[config.mk]
export PLATFORM = sky130hd
export DESIGN_NAME = ggb_csr
export DESIGN_NICKNAME = d
export VERILOG_FILES = /design/src/rtl/core/ggb_pkg.sv /design/src/rtl/core/ggb_csr.sv
export SDC_FILE = /design/constraint.sdc
export NUM_CORES = 1
export LEC_CHECK = 0
export BUFFER_PORTS_ARGS = -buffer_cell sky130_fd_sc_hd__buf_4
export CORE_ASPECT_RATIO = 1.25
export CORE_MARGIN = 5
export CORE_UTILIZATION = 39
export CTS_BUF_LIST = sky130_fd_sc_hd__clkbuf_2
export DETAILED_ROUTE_END_ITERATION = 8
export GPL_TIMING_DRIVEN = 0
export PLACE_DENSITY = 0.84
export SETUP_SLACK_MARGIN = 0.1
export SLEW_MARGIN = 20
export SYNTH_ARGS = -nofsm -noshare
export SYNTH_HDL_FRONTEND = slang
export SYNTH_SLANG_ARGS = --single-unit
[constraint.sdc]
create_clock -name clock -period 1.08 [get_ports clock]
set_input_delay 0.054 -clock clock [delete_from_list [all_inputs] [get_ports clock]]
set_output_delay 0.054 -clock clock [all_outputs]
set_load 0.03 [all_outputs]
[src/rtl/core/ggb_pkg.sv]
// ----------------------------------------------------------------------------
// ggb_pkg: shared types and constants of the glyph grid blitter
// Field widths, opcodes, register indexes and the linear address function.
// ----------------------------------------------------------------------------
package ggb_pkg;

   localparam int OP_W        = 3;
   localparam int ROW_W       = 6;
   localparam int COL_W       = 7;
   localparam int OFF_W       = 8;
   localparam int HGT_W       = 7;
   localparam int WID_W       = 8;
   localparam int GLYPH_W     = 8;
   localparam int GRID_ROWS_W = 7;
   localparam int GRID_COLS_W = 8;
   // row (7 bits) times stride (8 bits) plus column (8 bits)
   localparam int LIN_W       = 16;
   localparam int PADDR_W     = 3;
   localparam int PDATA_W     = 32;

   localparam int DEF_MAX_ROWS = 64;
   localparam int DEF_MAX_COLS = 128;

   localparam logic [OP_W-1:0] OP_READ      = 3'd0;
   localparam logic [OP_W-1:0] OP_WRITE     = 3'd1;
   localparam logic [OP_W-1:0] OP_REL_READ  = 3'd2;
   localparam logic [OP_W-1:0] OP_REL_WRITE = 3'd3;
   localparam logic [OP_W-1:0] OP_FILL      = 3'd4;
   localparam logic [OP_W-1:0] OP_COPY      = 3'd5;

   localparam logic REG_GRID_ROWS = 1'b0;
   localparam logic REG_GRID_COLS = 1'b1;

   localparam logic [GLYPH_W-1:0] GLYPH_NUL = 8'h00;
   localparam logic [GLYPH_W-1:0] GLYPH_DOT = 8'h2E;

   typedef struct packed {
      logic rd_en;
      logic wr_en;
   } ram_ctl_type;

   typedef struct packed {
      logic               valid;
      logic [GLYPH_W-1:0] glyph;
      logic               ok;
   } result_type;

   function automatic logic [LIN_W-1:0] lin_addr(input logic [GRID_ROWS_W-1:0] y,
                                                 input logic [GRID_COLS_W-1:0] stride,
                                                 input logic [GRID_COLS_W-1:0] x);
      lin_addr = LIN_W'(y) * LIN_W'(stride) + LIN_W'(x);
   endfunction

endpackage

[src/rtl/core/ggb_csr.sv]
// ----------------------------------------------------------------------------
// ggb_csr: grid size registers
// APB-style write and read of the row count and column count, clamped to the
// grid capacity on write.
// ----------------------------------------------------------------------------
module ggb_csr
   import ggb_pkg::*;
#(
   parameter int MAX_ROWS = DEF_MAX_ROWS,
   parameter int MAX_COLS = DEF_MAX_COLS
) (
   input  logic                   clock,
   input  logic                   reset,
   input  logic                   psel,
   input  logic                   penable,
   input  logic                   pwrite,
   input  logic [PADDR_W-1:0]     paddr,
   input  logic [PDATA_W-1:0]     pwdata,
   output logic [PDATA_W-1:0]     prdata,
   output logic                   pready,
   output logic [GRID_ROWS_W-1:0] grid_rows,
   output logic [GRID_COLS_W-1:0] grid_cols
);

   logic [GRID_ROWS_W-1:0] rows_ff, rows_in;
   logic [GRID_COLS_W-1:0] cols_ff, cols_in;
   logic                   wr_hit;
   logic                   reg_sel;

   assign pready  = 1'b1;
   assign reg_sel = paddr[2];
   assign wr_hit  = psel && penable && pwrite && pready;

   always_comb begin
      rows_in = rows_ff;
      cols_in = cols_ff;
      if (wr_hit) begin
         unique case (reg_sel)
            REG_GRID_ROWS: begin
               if (int'(pwdata[GRID_ROWS_W-1:0]) > MAX_ROWS) begin
                  rows_in = GRID_ROWS_W'(MAX_ROWS);
               end else begin
                  rows_in = pwdata[GRID_ROWS_W-1:0];
               end
            end
            REG_GRID_COLS: begin
               if (int'(pwdata[GRID_COLS_W-1:0]) > MAX_COLS) begin
                  cols_in = GRID_COLS_W'(MAX_COLS);
               end else begin
                  cols_in = pwdata[GRID_COLS_W-1:0];
               end
            end
            default: ;
         endcase
      end
   end

   always_ff @(posedge clock) begin
      if (reset) begin
         rows_ff <= '0;
         cols_ff <= '0;
      end else begin
         rows_ff <= rows_in;
         cols_ff <= cols_in;
      end
   end

   always_comb begin
      unique case (reg_sel)
         REG_GRID_ROWS: prdata = PDATA_W'(rows_ff);
         REG_GRID_COLS: prdata = PDATA_W'(cols_ff);
         default:       prdata = '0;
      endcase
   end

   assign grid_rows = rows_ff;
   assign grid_cols = cols_ff;

endmodule

==> metrics.cfg, run 1 <==
[outcome]
status = complete, but fails checks
violations = negative setup slack

[synthesis]
ys_types = 14
synth_top_area_frac = 0.296
ys_top_cells_by_area = dfxtp_1 30%, buf_4 19%, mux2i_1 15%, or3b_1 11%, nand2b_1 10%
synth_top_cell_by_area = dfxtp_1
syn_avg_cell_area_sq_um = 9.85
synth_cells = 103
ys_warn_count = 0
seq_area_frac_synth = 0.296
syn_area_sq_um = 1010
synth_seq_cells = 15

[worst_setup_path]
critPathCaptureType = output port
crit_path_start_kind = flip-flop
crit_arrival_ns = 1.05
cp.required_ns = 1.03
critPathMaxFanout = 2
worstSetupPathType = reg -> out

[timing]
timing.final.hold_violations = 0
fmax_mhz = 905
slew_violations = 0
finalSetupTns_ns = -0.105
min_period_ns = 1.11
layout_setup_ws_ns = -0.0251
rsz0062_at_grt = true
setup_violations = 6
finClkSkew_ns = 0
period_share = 1.02

[drt]
ant_nets = 0
wl_per_cell_um = 12.4
maxUsedRoutingLayer = met4
met1_length_um = 906
drt_iter0_markers = 8
drt_first_pass_iters = 3
drt-total-wl_mm = 2.65
wl_met3_um = 174
wl_met2_mm = 1.56
drc = 0
vias_per_cell = 4.16
routed-via-count = 891

[clocking]
hold_buffers = 0
clk_latency_ns = 0.29
ctsRootBufferMaster = clkbuf_2
cts_sinks = 15
clkSlewWorstSetupHoldPaths_ns = 0.16
cts_tree = yes
cts_buffers = 3
clock_path_buffers = 2
htreeDepth = 1

[job]
max_cap_violations = 0

[placement]
dpl_cell_area_sq_um = 1400
dpl.hpwl_mm = 1.89
gp_congestion = 0.721
io_buffers = 34

[grt]
grt_first_pass_wirelength_mm = 4.12
grt_max_degree = 11
antenna_found_initial = 0
grt.total_usage = 0.140
grt_pass1_vias = 926
grt_overflow = 0

[finish]
drive_gt1_frac = 0.597
antenna-diode-count = 0
layout_commonest_cell = buf_4
layout_common_cells = 43 x buf_4, 36 x buf_6, 25 x conb_1
syn2layout_area_growth_pct = 69.4
finalInstanceArea_sq_um = 1720
nNetsFinal = 222

[floorplan]
fp.dieW_um = 55.6
initial_core_util = 0.410
core_area_sq_um = 2480
rows = 20
die_h_um = 67.0
ios = 88
dieArea_sq_um = 3730

[pwr]
powerDensity_nw_per_um2 = 715
leakagePower_uw = 0.000846
max-vdd-ir-drop_v = 0.000534

[min_path]
hp-class = in -> reg

final timing paths:
path,depth (start not counted),slack [ns],from,to
worst max-delay path,2,-0.03,grid_rows[0],prdata[0]
worst min-delay path,3,0.05,pwdata[7],grid_cols[7]
worst max register to register,5,0.17,grid_rows[2],grid_rows[2]
worst min register to register,3,0.60,grid_rows[4],grid_rows[4]
cell families after synthesis:
logic type / Yosys count / synth area share
and+or+nand+nor: 33 / 0.243
DFF: 15 / 0.296
other: 2 / 0.00740
muxes: 22 / 0.226
buffers and inverters: 31 / 0.228
metal layers:
metal / GRT usage / vias up
met1: 0.124 / 408
met3: 0.0407 / 2
met4: 0.0608 / 0
met2: 0.287 / 28
met5: 0 / -
li1: - / 453
worst max-delay path, stage by stage (launching register included):
cell and delay (ns):
dfxtp_2 0.36, mux2_4 0.27, buf_6 0.14
final cells by class:
cell class	instances	area (sq um)
sequential	15	319
clock buffer	3	15.0
fill	193	758
tap	33	41.3
timing repair buffer	51	510
multi-input combinational	80	597
buffer	31	231
clock inverter	1	5.00
power breakdown:
group / switching, uW / internal [uW]
registers: 5.01 / 562
logic: 217 / 174
clock network: 186 / 83.8
total: 408 / 820
cells in the mapped netlist (all sizes together):
cell	instances
buf	29
nand2b	17
dfxtp	15
mux2i	15
or3b	13
mux2	7
clkbuf	2
conb	2
and2	1
and4	1
and4b	1
flip-flops by register name (all words and copies together) (netlist names):
signal	count
grid_cols	8
grid_rows	7
per-stage QoR:
| stage | utilization | cells | hold WS [ns] | setup WS [ns] | total power, uW |
|---|---|---|---|---|---|
| floorplan | - | 126 | 0.209 | 0.212 | 860 |
| global placement | 0.564 | 193 | 0.372 | 0.232 | 928 |
| detailed placement | 0.564 | 193 | 0.378 | 0.196 | 932 |
| CTS | 0.665 | 212 | 0.0213 | -0.0448 | 1230 |
| global route | 0.694 | 214 | 0.0578 | -0.0730 | 1290 |
| finish | 0.694 | 214 | 0.0515 | -0.0251 | 1230 |
repair_timing:
| item | CTS | global route |
|---|---|---|
| gates resized for setup | 42 | 15 |
| setup endpoints to repair | 8 | 23 |
| setup buffers | 15 | 2 |
No activity file was read; power rests on OpenSTA's default activity.
==> run 2, diff against run 1 <==
--- a/config.mk
+++ b/config.mk
@@ -12,9 +12,8 @@
 export CTS_BUF_LIST = sky130_fd_sc_hd__clkbuf_2
 export DETAILED_ROUTE_END_ITERATION = 8
 export GPL_TIMING_DRIVEN = 0
-export PLACE_DENSITY = 0.84
+export PLACE_DENSITY = 0.86
 export SETUP_SLACK_MARGIN = 0.1
-export SLEW_MARGIN = 20
 export SYNTH_ARGS = -nofsm -noshare
 export SYNTH_HDL_FRONTEND = slang
 export SYNTH_SLANG_ARGS = --single-unit
==> metrics.cfg, run 2 (synthesized netlist as in run 1, its figures left out) <==
[floorplan]
die_h_um = 67.0  ; unchanged
ios = 88  ; unchanged
rows = 20  ; unchanged
initial_core_util = 0.410  ; unchanged
dieArea_sq_um = 3730  ; unchanged
core_area_sq_um = 2480  ; unchanged
fp.dieW_um = 55.6  ; unchanged

[timing]
layout_setup_ws_ns = -0.0282  ; -0.00306 ns
rsz0062_at_grt = true
timing.final.hold_violations = 0  ; unchanged
setup_violations = 7  ; +1
finClkSkew_ns = 0  ; unchanged
period_share = 1.03  ; +0.00283
fmax_mhz = 902  ; -0.28%
slew_violations = 0  ; unchanged
min_period_ns = 1.11  ; +0.00306 ns

[pwr]
power.internal_uw = 834  ; +1.8%
powerDensity_nw_per_um2 = 724  ; +1.4%
p_clk_frac = 0.227  ; +0.007
max-vdd-ir-drop_v = 0.000594  ; +11%
leakagePower_uw = 0.000844  ; -0.24%
swShare = 0.329  ; -0.00384
switchingPower_uw = 408  ; about the same
comb_power_share = 0.317  ; about the same
seqPwrFrac = 0.457  ; -0.005

[clocking]
cts_buffers = 3  ; unchanged
hold_buffers = 0  ; unchanged
clkSlewWorstSetupHoldPaths_ns = 0.15  ; about the same
ctsRootBufferMaster = clkbuf_2
clk_latency_ns = 0.29  ; about the same
cts_tree = yes
htreeDepth = 1  ; unchanged
cts_sinks = 15  ; unchanged
clock_path_buffers = 2  ; unchanged

[drt]
drt_iter0_markers = 5  ; -3
drt-total-wl_mm = 2.80  ; +5.5%
wl_per_cell_um = 13.1  ; +5.5%
ant_nets = 0  ; unchanged
routed-via-count = 916  ; +2.8%
drc = 0  ; unchanged
vias_per_cell = 4.28  ; +2.8%
drt_first_pass_iters = 4  ; +1

[min_path]
hp-class = in -> reg

[worst_setup_path]
cp.required_ns = 1.03  ; about the same
crit_path_start_kind = flip-flop
critPathMaxFanout = 2  ; unchanged
crit_arrival_ns = 1.05  ; about the same
critPathCaptureType = output port
worstSetupPathType = reg -> out

[placement]
placed_cells = 193  ; unchanged
io_buffers = 34  ; unchanged
gp_congestion = 0.749  ; +4.0%
dpl_cell_area_sq_um = 1400  ; unchanged
dpl.hpwl_mm = 1.92  ; +1.6%

[finish]
antenna-diode-count = 0  ; unchanged
largest_reg_flops = 8  ; unchanged
nNetsFinal = 222  ; unchanged
finalInstanceArea_sq_um = 1720  ; -0.22%
layout_commonest_cell = buf_4
drive_gt1_frac = 0.597  ; unchanged
syn2layout_area_growth_pct = 69.1
final-instance-count-excl-fill = 214  ; unchanged
layout_common_cells = 43 x buf_4, 36 x buf_6, 25 x conb_1

[job]
max_cap_violations = 0  ; unchanged

[grt]
grt_pass1_vias = 950  ; +2.6%
antenna_found_initial = 0  ; unchanged
grt_max_degree = 11  ; unchanged
grt_overflow = 0  ; unchanged
grt_first_pass_wirelength_mm = 4.38  ; +6.4%
grt.total_usage = 0.152  ; +0.0119

[outcome]
violations = negative setup slack
status = complete, but fails checks

run 2: cell count changes in the layout (fill, tap and decap cells not counted), sizes merged:
cell / change
clkbuf: +1
clkinv: -1
run 2: through the flow:
step | setup TNS, ns | hold slack [ns] | util | setup WS [ns] | power (uW)
2_1_floorplan | 0 | 0.209 | - | 0.212 | 860
3_3_place_gp | 0 | 0.372 | 0.564 | 0.238 | 928
3_5_place_dp | 0 | 0.383 | 0.564 | 0.196 | 935
4_1_cts | -0.0971 | 0.0502 | 0.650 | -0.0182 | 1230
5_1_grt | -0.416 | 0.0470 | 0.692 | -0.0705 | 1290
6_report | -0.136 | 0.0468 | 0.692 | -0.0282 | 1240
run 2: worst paths after layout:
check / from / end / slack [ns] / cells past startpoint
worst max register to register: grid_rows[2] / grid_rows[2] / 0.26 / 4
worst max-delay path: grid_rows[6] / prdata[6] / -0.03 / 2
worst min register to register: grid_cols[5] / grid_cols[5] / 0.60 / 3
worst min-delay path: pwdata[6] / grid_rows[6] / 0.05 / 3
run 2: layout make-up:
type | count | area (sq um)
plain buffers | 31 | 231
clock buffers | 4 | 20.0
fillers | 217 | 762
multi-input cells | 80 | 593
flip-flops and latches | 15 | 319
well taps | 33 | 41.3
repair buffers | 51 | 510
run 2: critical path: stages (launching register included):
cell and delay (ns):
dfxtp_2 0.36, mux2_4 0.27, buf_6 0.14
run 2: what timing repair did:
| item | in CTS | in global routing |
|---|---|---|
| endpoints found under the setup margin | 8 | 23 |
| gates resized for setup | 32 | 24 |
| buffers inserted | 15 | 2 |
| endpoints found under the hold margin | 0 | 0 |
run 2: routing by layer:
metal | vias up | wire length (um) | GRT usage
met2 | 38 | 1570 | 0.306
met3 | 7 | 213 | 0.0368
met4 | 0 | 55 | 0.0669
met5 | - | 0 | 0
li1 | 449 | - | -
met1 | 422 | 963 | 0.143
run 2: power by group through the flow:
stage / clock network (uW) / logic (uW) / registers (uW)
finish: 282 / 394 / 567
global route: 307 / 417 / 569
CTS: 283 / 377 / 566
detailed placement: 0 / 356 / 579
global placement: 0 / 349 / 579
floorplan: 0 / 266 / 593
