--- config.mk ---
export PLATFORM = sky130hd
export DESIGN_NAME = ggb_engine
export DESIGN_NICKNAME = d
export VERILOG_FILES = /design/src/rtl/core/ggb_pkg.sv /design/src/rtl/core/ggb_engine.sv
export SDC_FILE = /design/constraint.sdc
export NUM_CORES = 1
export LEC_CHECK = 0
export BUFFER_PORTS_ARGS = -buffer_cell sky130_fd_sc_hd__buf_4
export CAP_MARGIN = 40
export CORE_MARGIN = 3
export CORE_UTILIZATION = 45
export CTS_BUF_LIST = sky130_fd_sc_hd__clkbuf_4 sky130_fd_sc_hd__clkbuf_8
export DETAILED_ROUTE_END_ITERATION = 16
export PLACE_DENSITY_LB_ADDON = 0.25
export SYNTH_ARGS = -nofsm -noshare
export SYNTH_HDL_FRONTEND = slang
export SYNTH_SLANG_ARGS = --single-unit
--- constraint.sdc ---
create_clock -name clock -period 17.19 [get_ports clock]
set_input_delay 4.2975 -clock clock [delete_from_list [all_inputs] [get_ports clock]]
set_output_delay 4.2975 -clock clock [all_outputs]
set_load 0.05 [all_outputs]
--- src/rtl/core/ggb_pkg.sv ---
// ----------------------------------------------------------------------------
// ggb_pkg: shared types and constants of the glyph grid blitter
// Field widths, opcodes, register indexes and the linear address function.
// ----------------------------------------------------------------------------
package ggb_pkg;

   localparam int OP_W        = 3;
   localparam int ROW_W       = 6;
   localparam int COL_W       = 7;
   localparam int OFF_W       = 8;
   localparam int HGT_W       = 7;
   localparam int WID_W       = 8;
   localparam int GLYPH_W     = 8;
   localparam int GRID_ROWS_W = 7;
   localparam int GRID_COLS_W = 8;
   // row (7 bits) times stride (8 bits) plus column (8 bits)
   localparam int LIN_W       = 16;
   localparam int PADDR_W     = 3;
   localparam int PDATA_W     = 32;

   localparam int DEF_MAX_ROWS = 64;
   localparam int DEF_MAX_COLS = 128;

   localparam logic [OP_W-1:0] OP_READ      = 3'd0;
   localparam logic [OP_W-1:0] OP_WRITE     = 3'd1;
   localparam logic [OP_W-1:0] OP_REL_READ  = 3'd2;
   localparam logic [OP_W-1:0] OP_REL_WRITE = 3'd3;
   localparam logic [OP_W-1:0] OP_FILL      = 3'd4;
   localparam logic [OP_W-1:0] OP_COPY      = 3'd5;

   localparam logic REG_GRID_ROWS = 1'b0;
   localparam logic REG_GRID_COLS = 1'b1;

   localparam logic [GLYPH_W-1:0] GLYPH_NUL = 8'h00;
   localparam logic [GLYPH_W-1:0] GLYPH_DOT = 8'h2E;

   typedef struct packed {
      logic rd_en;
      logic wr_en;
   } ram_ctl_type;

   typedef struct packed {
      logic               valid;
      logic [GLYPH_W-1:0] glyph;
      logic               ok;
   } result_type;

   function automatic logic [LIN_W-1:0] lin_addr(input logic [GRID_ROWS_W-1:0] y,
                                                 input logic [GRID_COLS_W-1:0] stride,
                                                 input logic [GRID_COLS_W-1:0] x);
      lin_addr = LIN_W'(y) * LIN_W'(stride) + LIN_W'(x);
   endfunction

endpackage

--- src/rtl/core/ggb_engine.sv ---
// ----------------------------------------------------------------------------
// ggb_engine: access sequencer
// Decodes one word, does single-cell reads and writes, and walks fill and copy
// rectangles through the cell store one cell per cycle.
// ----------------------------------------------------------------------------
module ggb_engine
   import ggb_pkg::*;
#(
   parameter int ADDR_W = 13
) (
   input  logic                    clock,
   input  logic                    reset,
   input  logic                    req_valid,
   output logic                    req_stall,
   input  logic [OP_W-1:0]         req_opcode,
   input  logic [ROW_W-1:0]        req_row,
   input  logic [COL_W-1:0]        req_col,
   input  logic signed [OFF_W-1:0] req_row_offset,
   input  logic signed [OFF_W-1:0] req_col_offset,
   input  logic [HGT_W-1:0]        req_rect_height,
   input  logic [WID_W-1:0]        req_rect_width,
   input  logic [ROW_W-1:0]        req_dest_row,
   input  logic [COL_W-1:0]        req_dest_col,
   input  logic [GLYPH_W-1:0]      req_glyph,
   input  logic [GRID_ROWS_W-1:0]  grid_rows,
   input  logic [GRID_COLS_W-1:0]  grid_cols,
   output ram_ctl_type             ram_ctl,
   output logic [ADDR_W-1:0]       ram_rd_addr,
   output logic [ADDR_W-1:0]       ram_wr_addr,
   output logic [GLYPH_W-1:0]      ram_wr_data,
   input  logic [GLYPH_W-1:0]      ram_rd_data,
   input  logic                    slot_free,
   output result_type              fin
);

   localparam logic [2:0] S_IDLE  = 3'd0;
   localparam logic [2:0] S_READ  = 3'd1;
   localparam logic [2:0] S_SETUP = 3'd2;
   localparam logic [2:0] S_RUN   = 3'd3;
   localparam logic [2:0] S_DRAIN = 3'd4;
   localparam logic [2:0] S_POST  = 3'd5;

   logic [2:0]             state_ff, state_in;
   logic                   pend_valid_ff, pend_valid_in;
   logic [ADDR_W-1:0]      pend_addr_ff, pend_addr_in;

   logic                   copy_ff;
   logic                   row_rev_ff, col_rev_ff;
   logic [HGT_W-1:0]       nr_ff;
   logic [WID_W-1:0]       nc_ff;
   logic [GLYPH_W-1:0]     glyph_ff, glyph_in;
   logic [ROW_W-1:0]       row_ff, drow_ff;
   logic [COL_W-1:0]       col_ff, dcol_ff;
   logic [HGT_W-1:0]       i_ff, i_in;
   logic [WID_W-1:0]       j_ff, j_in;
   logic [ADDR_W-1:0]      src_base_ff, src_base_in;
   logic [ADDR_W-1:0]      dst_base_ff, dst_base_in;
   logic [GLYPH_W-1:0]     res_glyph_ff;
   logic                   res_ok_ff;

   logic                   accept;
   logic                   row_ok, col_ok, drow_ok, dcol_ok;
   logic                   abs_ok, rel_ok;
   logic [9:0]             rel_y, rel_x;
   logic [ADDR_W-1:0]      abs_addr, rel_addr;
   logic [GRID_ROWS_W-1:0] rows_left_src, rows_left_dst;
   logic [GRID_COLS_W-1:0] cols_left_src, cols_left_dst;
   logic [HGT_W-1:0]       fill_nr, copy_nr, acc_nr;
   logic [WID_W-1:0]       fill_nc, copy_nc, acc_nc;
   logic                   acc_copy;

   logic [HGT_W-1:0]       row_span;
   logic [GRID_ROWS_W-1:0] src_y, dst_y;
   logic [GRID_COLS_W-1:0] dst_x;
   logic [WID_W-1:0]       col_pos;
   logic [ADDR_W-1:0]      cur_src, cur_dst, stride;
   logic                   row_end, last_cell;

   logic                   done;
   logic [GLYPH_W-1:0]     done_glyph;
   logic                   done_ok;

   assign accept    = req_valid && (state_ff == S_IDLE);
   assign req_stall = (state_ff != S_IDLE);

   // bounds of the single-cell and anchor accesses
   assign row_ok  = {1'b0, req_row} < grid_rows;
   assign col_ok  = {1'b0, req_col} < grid_cols;
   assign drow_ok = {1'b0, req_dest_row} < grid_rows;
   assign dcol_ok = {1'b0, req_dest_col} < grid_cols;
   assign abs_ok  = row_ok && col_ok;

   assign rel_y  = {4'b0000, req_row} + {{2{req_row_offset[OFF_W-1]}}, req_row_offset};
   assign rel_x  = {3'b000, req_col} + {{2{req_col_offset[OFF_W-1]}}, req_col_offset};
   assign rel_ok = !rel_y[9] && (rel_y[8:0] < {2'b00, grid_rows}) &&
                   !rel_x[9] && (rel_x[8:0] < {1'b0, grid_cols});

   assign abs_addr = ADDR_W'(lin_addr({1'b0, req_row}, grid_cols, {1'b0, req_col}));
   assign rel_addr = ADDR_W'(lin_addr(rel_y[GRID_ROWS_W-1:0], grid_cols,
                                      rel_x[GRID_COLS_W-1:0]));

   // clip rectangle size to the grid edge
   assign rows_left_src = grid_rows - {1'b0, req_row};
   assign rows_left_dst = grid_rows - {1'b0, req_dest_row};
   assign cols_left_src = grid_cols - {1'b0, req_col};
   assign cols_left_dst = grid_cols - {1'b0, req_dest_col};

   always_comb begin
      logic [GRID_ROWS_W-1:0] rmin;
      logic [GRID_COLS_W-1:0] cmin;
      rmin    = (rows_left_src < rows_left_dst) ? rows_left_src : rows_left_dst;
      cmin    = (cols_left_src < cols_left_dst) ? cols_left_src : cols_left_dst;
      fill_nr = (req_rect_height < rows_left_src) ? req_rect_height : rows_left_src;
      fill_nc = (req_rect_width < cols_left_src) ? req_rect_width : cols_left_src;
      copy_nr = (req_rect_height < rmin) ? req_rect_height : rmin;
      copy_nc = (req_rect_width < cmin) ? req_rect_width : cmin;
   end

   assign acc_copy = (req_opcode == OP_COPY);
   assign acc_nr   = acc_copy ? copy_nr : fill_nr;
   assign acc_nc   = acc_copy ? copy_nc : fill_nc;

   // walker addressing
   assign row_span  = row_rev_ff ? (nr_ff - 1'b1) : '0;
   assign src_y     = {1'b0, row_ff} + row_span;
   assign dst_y     = copy_ff ? ({1'b0, drow_ff} + row_span) : {1'b0, row_ff};
   assign dst_x     = copy_ff ? {1'b0, dcol_ff} : {1'b0, col_ff};
   assign col_pos   = col_rev_ff ? (nc_ff - 1'b1 - j_ff) : j_ff;
   assign cur_src   = src_base_ff + ADDR_W'(col_pos);
   assign cur_dst   = dst_base_ff + ADDR_W'(col_pos);
   assign stride    = ADDR_W'(grid_cols);
   assign row_end   = (j_ff == nc_ff - 1'b1);
   assign last_cell = row_end && (i_ff == nr_ff - 1'b1);

   always_comb begin
      state_in      = state_ff;
      pend_valid_in = 1'b0;
      pend_addr_in  = pend_addr_ff;
      glyph_in      = glyph_ff;
      i_in          = i_ff;
      j_in          = j_ff;
      src_base_in   = src_base_ff;
      dst_base_in   = dst_base_ff;
      ram_ctl       = '0;
      ram_rd_addr   = cur_src;
      ram_wr_addr   = cur_dst;
      ram_wr_data   = glyph_ff;
      done          = 1'b0;
      done_glyph    = GLYPH_NUL;
      done_ok       = 1'b0;

      // finish the copy write of the cell read last cycle
      if (pend_valid_ff) begin
         ram_ctl.wr_en = 1'b1;
         ram_wr_addr   = pend_addr_ff;
         ram_wr_data   = ram_rd_data;
      end

      unique case (state_ff)
         S_IDLE: begin
            if (accept) begin
               glyph_in = req_glyph;
               i_in     = '0;
               j_in     = '0;
               unique case (req_opcode)
                  OP_READ: begin
                     if (abs_ok) begin
                        ram_ctl.rd_en = 1'b1;
                        ram_rd_addr   = abs_addr;
                        state_in      = S_READ;
                     end else begin
                        done = 1'b1;
                     end
                  end
                  OP_WRITE: begin
                     ram_ctl.wr_en = abs_ok;
                     ram_wr_addr   = abs_addr;
                     ram_wr_data   = req_glyph;
                     done          = 1'b1;
                     done_ok       = abs_ok;
                  end
                  OP_REL_READ: begin
                     if (rel_ok) begin
                        ram_ctl.rd_en = 1'b1;
                        ram_rd_addr   = rel_addr;
                        state_in      = S_READ;
                     end else begin
                        done       = 1'b1;
                        done_glyph = GLYPH_DOT;
                     end
                  end
                  OP_REL_WRITE: begin
                     ram_ctl.wr_en = rel_ok;
                     ram_wr_addr   = rel_addr;
                     ram_wr_data   = req_glyph;
                     done          = 1'b1;
                     done_ok       = rel_ok;
                  end
                  OP_FILL, OP_COPY: begin
                     if (!abs_ok || (acc_copy && !(drow_ok && dcol_ok))) begin
                        done = 1'b1;
                     end else if ((acc_nr == '0) || (acc_nc == '0)) begin
                        done    = 1'b1;
                        done_ok = 1'b1;
                     end else begin
                        state_in = S_SETUP;
                     end
                  end
                  default: begin
                     done = 1'b1;
                  end
               endcase
            end
         end
         S_READ: begin
            done       = 1'b1;
            done_glyph = ram_rd_data;
            done_ok    = 1'b1;
         end
         S_SETUP: begin
            src_base_in = ADDR_W'(lin_addr(src_y, grid_cols, {1'b0, col_ff}));
            dst_base_in = ADDR_W'(lin_addr(dst_y, grid_cols, dst_x));
            state_in    = S_RUN;
         end
         S_RUN: begin
            if (copy_ff) begin
               ram_ctl.rd_en = 1'b1;
               pend_valid_in = 1'b1;
               pend_addr_in  = cur_dst;
            end else begin
               ram_ctl.wr_en = 1'b1;
               ram_wr_addr   = cur_dst;
               ram_wr_data   = glyph_ff;
            end
            if (row_end) begin
               j_in = '0;
               i_in = i_ff + 1'b1;
               if (row_rev_ff) begin
                  src_base_in = src_base_ff - stride;
                  dst_base_in = dst_base_ff - stride;
               end else begin
                  src_base_in = src_base_ff + stride;
                  dst_base_in = dst_base_ff + stride;
               end
            end else begin
               j_in = j_ff + 1'b1;
            end
            if (last_cell) begin
               if (copy_ff) begin
                  state_in = S_DRAIN;
               end else begin
                  done    = 1'b1;
                  done_ok = 1'b1;
               end
            end
         end
         S_DRAIN: begin
            done    = 1'b1;
            done_ok = 1'b1;
         end
         S_POST: begin
            if (slot_free) begin
               state_in = S_IDLE;
            end
         end
         default: begin
            state_in = S_IDLE;
         end
      endcase

      // hand the result over, or park it until the output register drains
      if (done) begin
         state_in = slot_free ? S_IDLE : S_POST;
      end
   end

   always_comb begin
      fin = '0;
      if (state_ff == S_POST) begin
         fin.valid = slot_free;
         fin.glyph = res_glyph_ff;
         fin.ok    = res_ok_ff;
      end else begin
         fin.valid = done && slot_free;
         fin.glyph = done_glyph;
         fin.ok    = done_ok;
      end
   end

   always_ff @(posedge clock) begin
      if (reset) begin
         state_ff      <= S_IDLE;
         pend_valid_ff <= 1'b0;
      end else begin
         state_ff      <= state_in;
         pend_valid_ff <= pend_valid_in;
      end
   end

   always_ff @(posedge clock) begin
      pend_addr_ff <= pend_addr_in;
      glyph_ff     <= glyph_in;
      i_ff         <= i_in;
      j_ff         <= j_in;
      src_base_ff  <= src_base_in;
      dst_base_ff  <= dst_base_in;
      if (accept) begin
         copy_ff    <= acc_copy;
         nr_ff      <= acc_nr;
         nc_ff      <= acc_nc;
         row_ff     <= req_row;
         col_ff     <= req_col;
         drow_ff    <= req_dest_row;
         dcol_ff    <= req_dest_col;
         // bottom-up when the source starts above the destination
         row_rev_ff <= acc_copy && (req_row < req_dest_row);
         // right-to-left when the destination lies to the right
         col_rev_ff <= acc_copy && (req_dest_col > req_col);
      end
      if (done && !slot_free) begin
         res_glyph_ff <= done_glyph;
         res_ok_ff    <= done_ok;
      end
   end

endmodule

==> reports/metrics.json <==
{
  "yosysMostFrequentCell": {"value": "inv_1"},
  "final_net_count": {"value": 2821},
  "route.final.wire_length": {"value": 56.1, "unit": "mm"},
  "dp.final_hpwl": {"value": 45.4, "unit": "mm"},
  "period_needed": {"value": 16.02, "unit": "ns"},
  "maximum_clock_skew_at_final_layout": {"value": 0.0211, "unit": "ns"},
  "synthTopCellsByCount": {"value": "inv_1 (319), ha_1 (283), nand2_1 (210)"},
  "clkLatencyLatePin": {"value": 0.51, "unit": "ns"},
  "post-place-ws": {"value": 1.29, "unit": "ns"},
  "ys_dominant_reg_cell": {"value": "edfxtp_1"},
  "max_freq": {"value": 62.4, "unit": "MHz"},
  "detail_route.iter0.violations": {"value": 1201},
  "ctsHoldBuffers": {"value": 0},
  "finalCritPeriodShare": {"value": 0.932},
  "routed-via-count": {"value": 16100},
  "timing.critical_path.to_type": {"value": "output pin"},
  "synthArstFlopShare": {"value": 0},
  "initial_utilization": {"value": 0.456},
  "placed_cell_area": {"value": 20800, "unit": "um2"},
  "globalplace.congestion": {"value": 0.905},
  "finalHoldViolCount": {"value": 0},
  "synthToLayoutAreaGrowth": {"value": 10.6, "unit": "%"},
  "design.portCount": {"value": 142},
  "die-height": {"value": 212, "unit": "um"},
  "cts_buffers": {"value": 17},
  "max-slew-margin-rel": {"value": 0.403},
  "fin_ws": {"value": 1.17, "unit": "ns"},
  "coreArea": {"value": 42000, "unit": "um2"},
  "grt.total_usage": {"value": 0.253},
  "drc": {"value": 0},
  "synth_area_leader_cell": {"value": "ha_1"},
  "synth_area": {"value": 19200, "unit": "um2"},
  "largest_cells_by_area_after_synthesis": {"value": "ha_1 (18%), edfxtp_1 (18%), fa_1 (15%), inv_1 (6.2%), xnor2_1 (5.7%)"},
  "final-setup-viol-count": {"value": 0},
  "status": {"value": "finished clean"},
  "die_outline_area": {"value": 45100, "unit": "um2"},
  "timing.critical_path.arrival": {"value": 11.72, "unit": "ns"},
  "seq_area_frac_synth": {"value": 0.184},
  "max_slew.worst_pin.slew": {"value": 0.884, "unit": "ns"},
  "postSynthNetCount": {"value": 2704},
  "grt-ovfl-total": {"value": 0},
  "postCtsResizedCells": {"value": 0},
  "antenna_found_initial": {"value": 1},
  "post_route_cells_drive_above_1_share": {"value": 0.0996},
  "cts.path.max_buffers": {"value": 2},
  "hold_class": {"value": "reg2reg"},
  "fin_area": {"value": 21200, "unit": "um2"},
  "cp.required": {"value": 12.89, "unit": "ns"},
  "tritoncts": {"value": "yes"},
  "avgRoutedWirePerCell": {"value": 19.7, "unit": "um"},
  "syn_area_cell": {"value": 8.80, "unit": "um2"},
  "postSynthCellCount": {"value": 2179},
  "vias_in_the_first_global_route": {"value": 16300},
  "setup_tns": {"value": 0, "unit": "ns"},
  "cts.sinks": {"value": 119},
  "port_buffers": {"value": 141},
  "timing.final.max_slew_violations": {"value": 0},
  "synth_largest_type_area_fraction": {"value": 0.185},
  "unrepaired_setup_endpoints_after_global_routing": {"value": "no"},
  "cp-start-kind": {"value": "input port"},
  "post_synth_num_cell_types": {"value": 80},
  "edff_count_synth": {"value": 115},
  "rows": {"value": 75},
  "crit_path_max_fanout": {"value": 25},
  "synth_seq_cells": {"value": 119},
  "category_of_the_critical_setup_timing_path": {"value": "in2out"},
  "synth.yosys.warnings": {"value": 0},
  "post_cts_buffers": {"value": 0},
  "largest_net_degree_at_the_start_of_global_routing": {"value": 54},
  "floorplan.die.width": {"value": 212, "unit": "um"},
  "clkSlewWorstSetupHoldPaths": {"value": 0.08, "unit": "ns"},
  "first_pass_iters": {"value": 6},
  "vias_per_cell": {"value": 5.64},
  "antenna_cells_inserted": {"value": 0},
  "drv.max_cap_violation_count": {"value": 0},
  "clock_tree.root_cell": {"value": "clkbuf_8"},
  "grt_pass1_wl": {"value": 88.9, "unit": "mm"},
  "drtAntennaViolNets": {"value": 0},
  "htree_levels": {"value": 4}
}
==> worst paths after layout <==
kind / start / endpoint / slack [ns] / cells after the start
min reg2reg: i_ff[0] / i_ff[0] / 0.67 / 1
max reg2reg: row_rev_ff / src_base_ff[12] / 9.70 / 25
max: grid_cols[0] / fin[0] / 1.17 / 26
min: i_ff[0] / i_ff[0] / 0.67 / 1
==> logic make-up after synthesis <==
kind of cell	Yosys count	share of synthesized area
AOI/OAI and AO/OA	449	0.155
xor gates and xnor gates	163	0.0744
adders and majority gates	430	0.338
buffers and inverters	375	0.0738
DFF	119	0.184
muxes	52	0.0285
and+or+nand+nor	591	0.146
==> layer usage <==
layer | vias to the layer above | GRT usage | routed length [um]
met5 | - | 0 | 0
met4 | 0 | 0.0911 | 2020
met3 | 86 | 0.0360 | 3450
met2 | 549 | 0.423 | 26500
met1 | 7777 | 0.335 | 24100
li1 | 7639 | - | -
==> area by class of cell <==
cell class,count,area (um2)
Tap cell,539,674
Sequential cell,119,3530
Inverter,321,1200
Fill cell,3961,20800
Multi-Input combinational cell,1685,14300
Timing Repair Buffer,152,1140
Clock buffer,18,241
Clock inverter,14,166
==> flip-flops by register name, indices dropped and copies added, names as in the netlist, 3 cells and up <==
signal and flops:
col_ff 7, dcol_ff 7, drow_ff 6, dst_base_ff 13
glyph_ff 8, i_ff 7, j_ff 8, nc_ff 8
nr_ff 7, pend_addr_ff 13, res_glyph_ff 8, row_ff 6
src_base_ff 13, state_ff 3
==> metrics by stage <==
stage	hold WS, ns	instances	util
after floorplan	0.591	2179	-
after global placement	0.625	2814	0.495
after detailed placement	0.656	2816	0.495
after CTS	0.671	2848	0.505
after global routing	0.705	2848	0.505
final	0.674	2848	0.505
==> worst max-delay path, stage by stage <==
cell and delay [ns]:
buf_4 0.28, clkinv_1 0.44, ha_1 0.38, fa_1 0.40, nor2b_1 0.13, o21ai_0 0.10, a21boi_0 0.18, o21ai_0 0.12
a21boi_0 0.31, nor2_1 0.18, ha_1 0.33, nand2_1 0.09, a2111oi_2 0.36, a211o_2 0.37, mux2_2 0.42, ha_1 0.20
a2111oi_0 0.74, nand3_1 0.22, a221oi_2 0.47, a211oi_2 0.11, nand4b_1 0.22, or4_4 0.60, and2_1 0.20, o211ai_2 0.19
a31o_1 0.15, buf_4 0.20
==> cells in the final DEF (no fill, tap or decap), types with 5 or more instances in the layout <==
cell type / Yosys / routed
a221o_1: 9 / 9
xor2_1: 39 / 39
and2_1: 68 / 68
mux2i_1: 31 / 31
o22ai_1: 14 / 14
nand4_1: 5 / 5
and3_1: 14 / 14
nor2b_1: 36 / 36
buf_4: 0 / 151
xnor2_1: 124 / 124
edfxtp_1: 115 / 115
ha_1: 283 / 283
o21ai_0: 94 / 94
nand3_1: 26 / 26
nor2_1: 144 / 143
nand2_1: 210 / 210
a21oi_1: 122 / 121
a221oi_1: 6 / 6
clkinv_4: 0 / 5
o31ai_1: 5 / 5
mux2_2: 20 / 20
inv_6: 0 / 5
a211oi_1: 6 / 6
o21bai_1: 24 / 24
o21a_1: 20 / 20
a22oi_1: 12 / 12
inv_1: 319 / 318
or2_2: 5 / 5
nor3_1: 19 / 19
clkbuf_8: 0 / 17
o221ai_1: 10 / 10
a222oi_1: 8 / 8
nand2b_1: 30 / 30
a21o_1: 53 / 53
fa_1: 147 / 147
or3_1: 11 / 11
a21boi_0: 18 / 18
Power is left out: the tool's default activity adds up to more than one toggle a clock period on the data nets, which glitch-free logic cannot reach.
